### config.mk
export PLATFORM = sky130hd
export DESIGN_NAME = go_back_n_arq_window
export DESIGN_NICKNAME = d
export VERILOG_FILES = /design/src/design/gbn_pkg.sv /design/src/design/gbn_ram.sv /design/src/design/go_back_n_arq_window.sv
export SDC_FILE = /design/constraint.sdc
export NUM_CORES = 1
export LEC_CHECK = 0
export BUFFER_PORTS_ARGS = -buffer_cell sky130_fd_sc_hd__buf_2
export CAP_MARGIN = 20
export CORE_MARGIN = 2
export CORE_UTILIZATION = 39
export DETAILED_ROUTE_END_ITERATION = 10
export MAX_ROUTING_LAYER = met4
export SYNTH_ARGS = -nofsm -noshare
export SYNTH_HDL_FRONTEND = slang
export SYNTH_SLANG_ARGS = --single-unit
export TNS_END_PERCENT = 1
### constraint.sdc
create_clock -name clk -period 6 [get_ports clk]
set_input_delay 1.2 -clock clk [delete_from_list [all_inputs] [get_ports clk]]
set_output_delay 1.2 -clock clk [all_outputs]
set_load 0.01 [all_outputs]
### src/design/gbn_pkg.sv
// Shared constants and codes for the Go-Back-N window block.
// No dependencies.
`default_nettype none

package gbn_pkg;

  localparam int MAX_SEQ_NUM  = 7;
  localparam int SEQ_MOD      = MAX_SEQ_NUM + 1;
  localparam int SEQ_BITS     = $clog2(SEQ_MOD);
  localparam int PAYLOAD_BITS = 32;
  localparam int CMD_BITS     = 2;
  localparam int KIND_BITS    = 2;

  typedef enum logic [CMD_BITS-1:0] {
    CMD_PACKET    = 2'd0,
    CMD_FRAME     = 2'd1,
    CMD_CKSUM_ERR = 2'd2,
    CMD_TIMEOUT   = 2'd3
  } cmd_t;

  typedef enum logic [KIND_BITS-1:0] {
    KIND_TX      = 2'd0,
    KIND_DELIVER = 2'd1,
    KIND_STATUS  = 2'd2,
    KIND_REFUSED = 2'd3
  } kind_t;

  typedef enum logic [3:0] {
    ST_IDLE = 4'b0001,
    ST_EXEC = 4'b0010,
    ST_RES  = 4'b0100,
    ST_RTX  = 4'b1000
  } state_t;

endpackage

`default_nettype wire

### src/design/gbn_ram.sv
// Generic single-write, single-read RAM with registered read data.
// No dependencies.
`default_nettype none

module gbn_ram #(
  parameter int WIDTH = 32,
  parameter int DEPTH = 8
) (
  input  wire logic                     clk,
  input  wire logic                     we,
  input  wire logic [$clog2(DEPTH)-1:0] waddr,
  input  wire logic [WIDTH-1:0]         wdata,
  input  wire logic                     re,
  input  wire logic [$clog2(DEPTH)-1:0] raddr,
  output logic      [WIDTH-1:0]         rdata
);

  logic [WIDTH-1:0] mem [DEPTH];

  always_ff @(posedge clk) begin
    if (we) begin
      mem[waddr] <= wdata;
    end
    if (re) begin
      rdata <= mem[raddr];
    end
  end

endmodule

`default_nettype wire

### src/design/go_back_n_arq_window.sv
// Go-Back-N sliding-window endpoint; uses gbn_pkg and gbn_ram (send buffer).
// Packet, frame and checksum-error requests: registered on accept, evaluated in
// ST_EXEC and held in ST_RES until out_ready, then the next request is accepted.
// Timeout, N frames outstanding: N results, one per cycle while out_ready is high,
// paced by the send buffer's registered read port; then the next request is taken.
// Synchronous reset clears the window counters; the send buffer is not cleared.
`default_nettype none

module go_back_n_arq_window (
  input  wire logic                              clk,
  input  wire logic                              rst,
  input  wire logic                              in_valid,
  output logic                                   in_ready,
  input  wire logic [gbn_pkg::CMD_BITS-1:0]      cmd,
  input  wire logic [gbn_pkg::PAYLOAD_BITS-1:0]  data_word,
  input  wire logic [gbn_pkg::SEQ_BITS-1:0]      rx_seq,
  input  wire logic [gbn_pkg::SEQ_BITS-1:0]      rx_ack,
  output logic                                   out_valid,
  input  wire logic                              out_ready,
  output logic [gbn_pkg::KIND_BITS-1:0]          kind,
  output logic [gbn_pkg::SEQ_BITS-1:0]           tx_seq,
  output logic [gbn_pkg::SEQ_BITS-1:0]           tx_ack,
  output logic [gbn_pkg::PAYLOAD_BITS-1:0]       out_word,
  output logic [gbn_pkg::SEQ_BITS-1:0]           freed_count,
  output logic                                   net_enable,
  output logic                                   last
);

  import gbn_pkg::*;

  localparam logic [SEQ_BITS-1:0] SEQ_ONE  = SEQ_BITS'(1);
  localparam logic [SEQ_BITS-1:0] SEQ_ZERO = '0;
  localparam logic [SEQ_BITS-1:0] SEQ_FULL = SEQ_BITS'(MAX_SEQ_NUM);

  state_t                  state, state_next;
  logic [SEQ_BITS-1:0]     next_to_send, next_to_send_next;
  logic [SEQ_BITS-1:0]     oldest_unacked, oldest_unacked_next;
  logic [SEQ_BITS-1:0]     expected_rx, expected_rx_next;
  logic [SEQ_BITS-1:0]     outstanding, outstanding_next;
  logic [SEQ_BITS-1:0]     cursor, cursor_next;
  logic [SEQ_BITS-1:0]     count, count_next;

  cmd_t                    cmd_r;
  logic [PAYLOAD_BITS-1:0] word_r;
  logic [SEQ_BITS-1:0]     rseq_r;
  logic [SEQ_BITS-1:0]     rack_r;

  kind_t                   kind_r, kind_next;
  logic [SEQ_BITS-1:0]     seq_r, seq_next;
  logic [SEQ_BITS-1:0]     ack_r, ack_next;
  logic [PAYLOAD_BITS-1:0] word_out_r, word_out_next;
  logic [SEQ_BITS-1:0]     freed_r, freed_next;
  logic                    net_r, net_next;

  logic                    ram_we;
  logic                    ram_re;
  logic [SEQ_BITS-1:0]     ram_raddr;
  logic [PAYLOAD_BITS-1:0] ram_rdata;

  logic [SEQ_BITS-1:0]     ack_field;
  logic [SEQ_BITS-1:0]     ack_dist;
  logic [SEQ_BITS-1:0]     cursor_inc;
  logic                    rtx_last;

  gbn_ram #(
    .WIDTH (PAYLOAD_BITS),
    .DEPTH (SEQ_MOD)
  ) u_send_buffer (
    .clk   (clk),
    .we    (ram_we),
    .waddr (next_to_send),
    .wdata (word_r),
    .re    (ram_re),
    .raddr (ram_raddr),
    .rdata (ram_rdata)
  );

  assign ack_field  = expected_rx - SEQ_ONE;
  assign ack_dist   = rack_r - oldest_unacked;
  assign cursor_inc = cursor + SEQ_ONE;
  assign rtx_last   = (count + SEQ_ONE) == outstanding;

  always_comb begin
    state_next          = state;
    next_to_send_next   = next_to_send;
    oldest_unacked_next = oldest_unacked;
    expected_rx_next    = expected_rx;
    outstanding_next    = outstanding;
    cursor_next         = cursor;
    count_next          = count;
    kind_next           = kind_r;
    seq_next            = seq_r;
    ack_next            = ack_r;
    word_out_next       = word_out_r;
    freed_next          = freed_r;
    net_next            = net_r;
    ram_we              = 1'b0;
    ram_re              = 1'b0;
    ram_raddr           = cursor;

    unique case (state)
      ST_IDLE: begin
        if (in_valid) begin
          state_next = ST_EXEC;
        end
      end
      ST_EXEC: begin
        state_next    = ST_RES;
        kind_next     = KIND_STATUS;
        seq_next      = SEQ_ZERO;
        ack_next      = SEQ_ZERO;
        word_out_next = '0;
        freed_next    = SEQ_ZERO;
        unique case (cmd_r)
          CMD_PACKET: begin
            if (outstanding == SEQ_FULL) begin
              kind_next = KIND_REFUSED;
            end else begin
              ram_we            = 1'b1;
              outstanding_next  = outstanding + SEQ_ONE;
              next_to_send_next = next_to_send + SEQ_ONE;
              kind_next         = KIND_TX;
              seq_next          = next_to_send;
              ack_next          = ack_field;
              word_out_next     = word_r;
            end
          end
          CMD_FRAME: begin
            if (rseq_r == expected_rx) begin
              expected_rx_next = expected_rx + SEQ_ONE;
              kind_next        = KIND_DELIVER;
              word_out_next    = word_r;
            end
            if (ack_dist < outstanding) begin
              freed_next          = ack_dist + SEQ_ONE;
              outstanding_next    = outstanding - (ack_dist + SEQ_ONE);
              oldest_unacked_next = oldest_unacked + (ack_dist + SEQ_ONE);
            end
          end
          CMD_CKSUM_ERR: begin
          end
          CMD_TIMEOUT: begin
            if (outstanding != SEQ_ZERO) begin
              cursor_next = oldest_unacked;
              count_next  = SEQ_ZERO;
              ram_re      = 1'b1;
              ram_raddr   = oldest_unacked;
              state_next  = ST_RTX;
            end
          end
        endcase
        net_next = outstanding_next < SEQ_FULL;
      end
      ST_RES: begin
        if (out_ready) begin
          state_next = ST_IDLE;
        end
      end
      ST_RTX: begin
        if (out_ready) begin
          if (rtx_last) begin
            next_to_send_next = cursor_inc;
            state_next        = ST_IDLE;
          end else begin
            cursor_next = cursor_inc;
            count_next  = count + SEQ_ONE;
            ram_re      = 1'b1;
            ram_raddr   = cursor_inc;
          end
        end
      end
    endcase
  end

  always_ff @(posedge clk) begin
    if (rst) begin
      state          <= ST_IDLE;
      next_to_send   <= '0;
      oldest_unacked <= '0;
      expected_rx    <= '0;
      outstanding    <= '0;
      cursor         <= '0;
      count          <= '0;
    end else begin
      state          <= state_next;
      next_to_send   <= next_to_send_next;
      oldest_unacked <= oldest_unacked_next;
      expected_rx    <= expected_rx_next;
      outstanding    <= outstanding_next;
      cursor         <= cursor_next;
      count          <= count_next;
    end
  end

  always_ff @(posedge clk) begin
    if (in_valid && in_ready) begin
      cmd_r  <= cmd_t'(cmd);
      word_r <= data_word;
      rseq_r <= rx_seq;
      rack_r <= rx_ack;
    end
    kind_r     <= kind_next;
    seq_r      <= seq_next;
    ack_r      <= ack_next;
    word_out_r <= word_out_next;
    freed_r    <= freed_next;
    net_r      <= net_next;
  end

  assign in_ready    = state == ST_IDLE;
  assign out_valid   = (state == ST_RES) || (state == ST_RTX);
  assign kind        = (state == ST_RTX) ? KIND_TX : kind_r;
  assign tx_seq      = (state == ST_RTX) ? cursor : seq_r;
  assign tx_ack      = (state == ST_RTX) ? ack_field : ack_r;
  assign out_word    = (state == ST_RTX) ? ram_rdata : word_out_r;
  assign freed_count = (state == ST_RTX) ? SEQ_ZERO : freed_r;
  assign net_enable  = (state == ST_RTX) ? (outstanding < SEQ_FULL) : net_r;
  assign last        = (state == ST_RTX) ? rtx_last : 1'b1;

endmodule

`default_nettype wire

==> results.json <==
{
  "cts_tree": "built",
  "clk_latency_ps": 570,
  "vias": 8190,
  "rows": 74,
  "tns_ps": 0,
  "num_antenna_cells": 0,
  "fmax_mhz": 251,
  "grt_pass1_vias": 8498,
  "holdPathEnd": "count[2]",
  "via_per_inst": 4.92,
  "drive_gt1_share_pct": 19.7,
  "relSlewSlack_pct": 33.9,
  "grt_setup_unrepaired": "false",
  "drt.antenna.violating_nets": 0,
  "area_growth_pct": 14.8,
  "pin_count": 91,
  "hold_path_class": "flop to flop",
  "drt_wl_total_mm": 33.0,
  "layout_commonest_cell": "edfxtp_1",
  "r2r_end": "u_send_buffer.rdata[23]",
  "post-cts-setup-buffers": 0,
  "multi_input_area_mm2": 0.00420,
  "synth_flop_cell": "edfxtp_1",
  "power_density_mw_per_mm2": 331,
  "cts.reportedPaths.clkPinSlew_ps": 70,
  "fp.dieW_um": 207,
  "tightest_slew_ps": 992,
  "initialDrtViolationCount": 580,
  "ys_seq_area_share_pct": 72.0,
  "dieArea_mm2": 0.0430,
  "worstRegToRegCells": 8,
  "grt-ovfl-total": 0,
  "start_kind": "flop",
  "syn_area_mm2": 0.0161,
  "portBuffers": 90,
  "cts_buffers": 43,
  "mostFrequentLayoutCells": "edfxtp_1 (372), mux2i_1 (193), nand2_1 (117)",
  "finalSetupViolCount": 0,
  "grt_usage_pct": 15.9,
  "met2WireLength_mm": 15.4,
  "drv_cap": 0,
  "die_h_um": 207,
  "dp_hpwl_mm": 18.2,
  "r2r_start": "state[1]",
  "core_area_mm2": 0.0408,
  "outcome": "completed",
  "grt_start_max_net_pins": 130,
  "cts_max_level": 2,
  "slew_violations": 0,
  "ctsHoldBuffers": 0,
  "crit_path_end_kind": "output pin",
  "met3_length_mm": 1.32,
  "cts_repair_resize_count": 0,
  "met1_length_mm": 15.6,
  "hold_start": "count[2]",
  "criticalPathCategory": "flop to output pin",
  "drtPass1Iterations": 5,
  "ir_drop_mv": 0.223,
  "cts.sinks": 394,
  "critPathMaxFanout": 30,
  "final_hold_viol_count": 0,
  "cts-root-buf": "clkbuf_16",
  "synth.distinct_cells": 58,
  "synth_cells": 987,
  "total_power_mw": 6.13,
  "seqCellArea_mm2": 0.0116,
  "drc": 0,
  "grt_antenna_before_repair": 0,
  "fin_worst_skew_ps": 18.4,
  "avgSynthCellArea_um2": 16.3,
  "final_util_pct": 45.3,
  "gp_congestion": 0.754,
  "syn-num-nets": 1048,
  "finalCriticalPeriod_ps": 3980,
  "yosysWarningCount": 0,
  "r2r_slack_ps": 2130,
  "grt_pass1_wl_mm": 50.6,
  "n_fill_cell": 3567,
  "synth-edff-count": 372,
  "nets": 1158,
  "detail_route.wl_per_cell_um": 19.8,
  "leakagePower_nw": 6.02,
  "critPathRequiredTime_ps": 4800,
  "clockBufferDepth": 3,
  "worstPathArrival_ps": 2780,
  "worstHoldPathCells": 2,
  "finalCritPeriodShare_pct": 66.4,
  "top_layer": "met4",
  "ys_ff_latch": 394,
  "synth-async-reset-ratio_pct": 0,
  "initial_core_util_pct": 39.5
}
-- worst max-delay path: stages (launching register included) --
cell and delay (ps):
dfxtp_1 380, nor4b_4 860, buf_4 560, nand2_1 110, nand2_1 140, buf_2 150
-- synthesized netlist by cell type (all sizes together), types with 2 or more instances --
cell type / count / area [um2]
a211oi: 2 / 15.0
a21o: 2 / 16.3
a21oi: 11 / 55.1
a22oi: 2 / 15.0
a311oi: 2 / 17.5
and2: 11 / 68.8
and3: 2 / 12.5
buf: 30 / 270
clkbuf: 13 / 48.8
dfxtp: 22 / 440
edfxtp: 372 / 11200
fa: 2 / 40.0
ha: 15 / 188
inv: 13 / 48.8
mux2: 32 / 360
mux2i: 193 / 1930
nand2: 117 / 439
nand2b: 4 / 25.0
nand3: 4 / 20.0
nand3b: 3 / 22.5
nor2: 35 / 134
nor2b: 36 / 225
nor3: 6 / 30.0
nor4: 2 / 12.5
nor4b: 2 / 32.5
o21ai: 13 / 65.1
o311a: 2 / 31.3
o311ai: 3 / 43.8
or3: 2 / 12.5
or4b: 2 / 23.8
xnor2: 7 / 61.3
xor2: 9 / 78.8
-- cells by family (layout without fill, tap and decap cells) --
group	after synthesis	in the layout	share of synthesized area [%]
AO/OA/AOI/OAI	48	48	2.20
XOR/XNOR	18	18	1.16
adder cells (fa/ha/maj)	17	17	1.41
buffers and inverters	57	201	2.31
flip-flops	394	394	72.0
multiplexers	225	225	14.2
AND/OR/NAND/NOR	228	228	6.65
-- flip-flops by register name, indices dropped and copies added (netlist names), 4 cells and up --
signal	cells
state	4
u_send_buffer.mem	256
u_send_buffer.rdata	32
word_out_r	32
word_r	32
-- through the flow --
| step | cells | hold slack (ps) | cell area [um2] | worst slack (ps) |
|---|---|---|---|---|
| floorplan | 987 | 458 | 16100 | 460 |
| global placement | 1584 | 497 | 17100 | 2190 |
| detailed placement | 1584 | 494 | 17100 | 2100 |
| CTS | 1663 | 503 | 18500 | 1930 |
| global route | 1663 | 539 | 18500 | 1790 |
| finish | 1663 | 499 | 18500 | 2020 |
-- cell type report --
| cell class | instances | share of cell area [%] |
|---|---|---|
| multi-input cells | 536 | 22.7 |
| flip-flops and latches | 394 | 62.8 |
| inverters | 14 | 0.291 |
| clock buffers | 49 | 6.06 |
| repair buffers | 108 | 3.23 |
| well taps | 532 | 3.60 |
| clock inverters | 30 | 1.33 |
-- where the power goes --
| group | internal [mW] | total (mW) | switching [mW] | leakage [nW] |
|---|---|---|---|---|
| Clock | 1.48 | 2.55 | 1.07 | 0.658 |
| Combinational | 0.141 | 0.377 | 0.235 | 1.82 |
| Sequential | 3.13 | 3.20 | 0.0740 | 3.55 |
| Total | 4.75 | 6.13 | 1.38 | 6.02 |
-- worst max-delay path by stage --
stage | cells past startpoint | slack, ps | endpoint | from
floorplan | 5 | 460 | u_send_buffer.mem[1][0] | state[1]
global placement | 8 | 2190 | u_send_buffer.rdata[18] | state[1]
detailed placement | 8 | 2100 | u_send_buffer.rdata[23] | state[1]
CTS | 5 | 1930 | out_word[18] | state[0]
global route | 5 | 1790 | out_word[3] | state[3]
finish | 5 | 2020 | out_word[1] | state[0]
-- layer usage --
metal	up-vias	track usage [%]
li1	3917	-
met1	4062	21.0
met2	155	25.0
met3	56	2.71
met4	0	5.07
met5	-	-
Power figures use the tool's default switching activity.
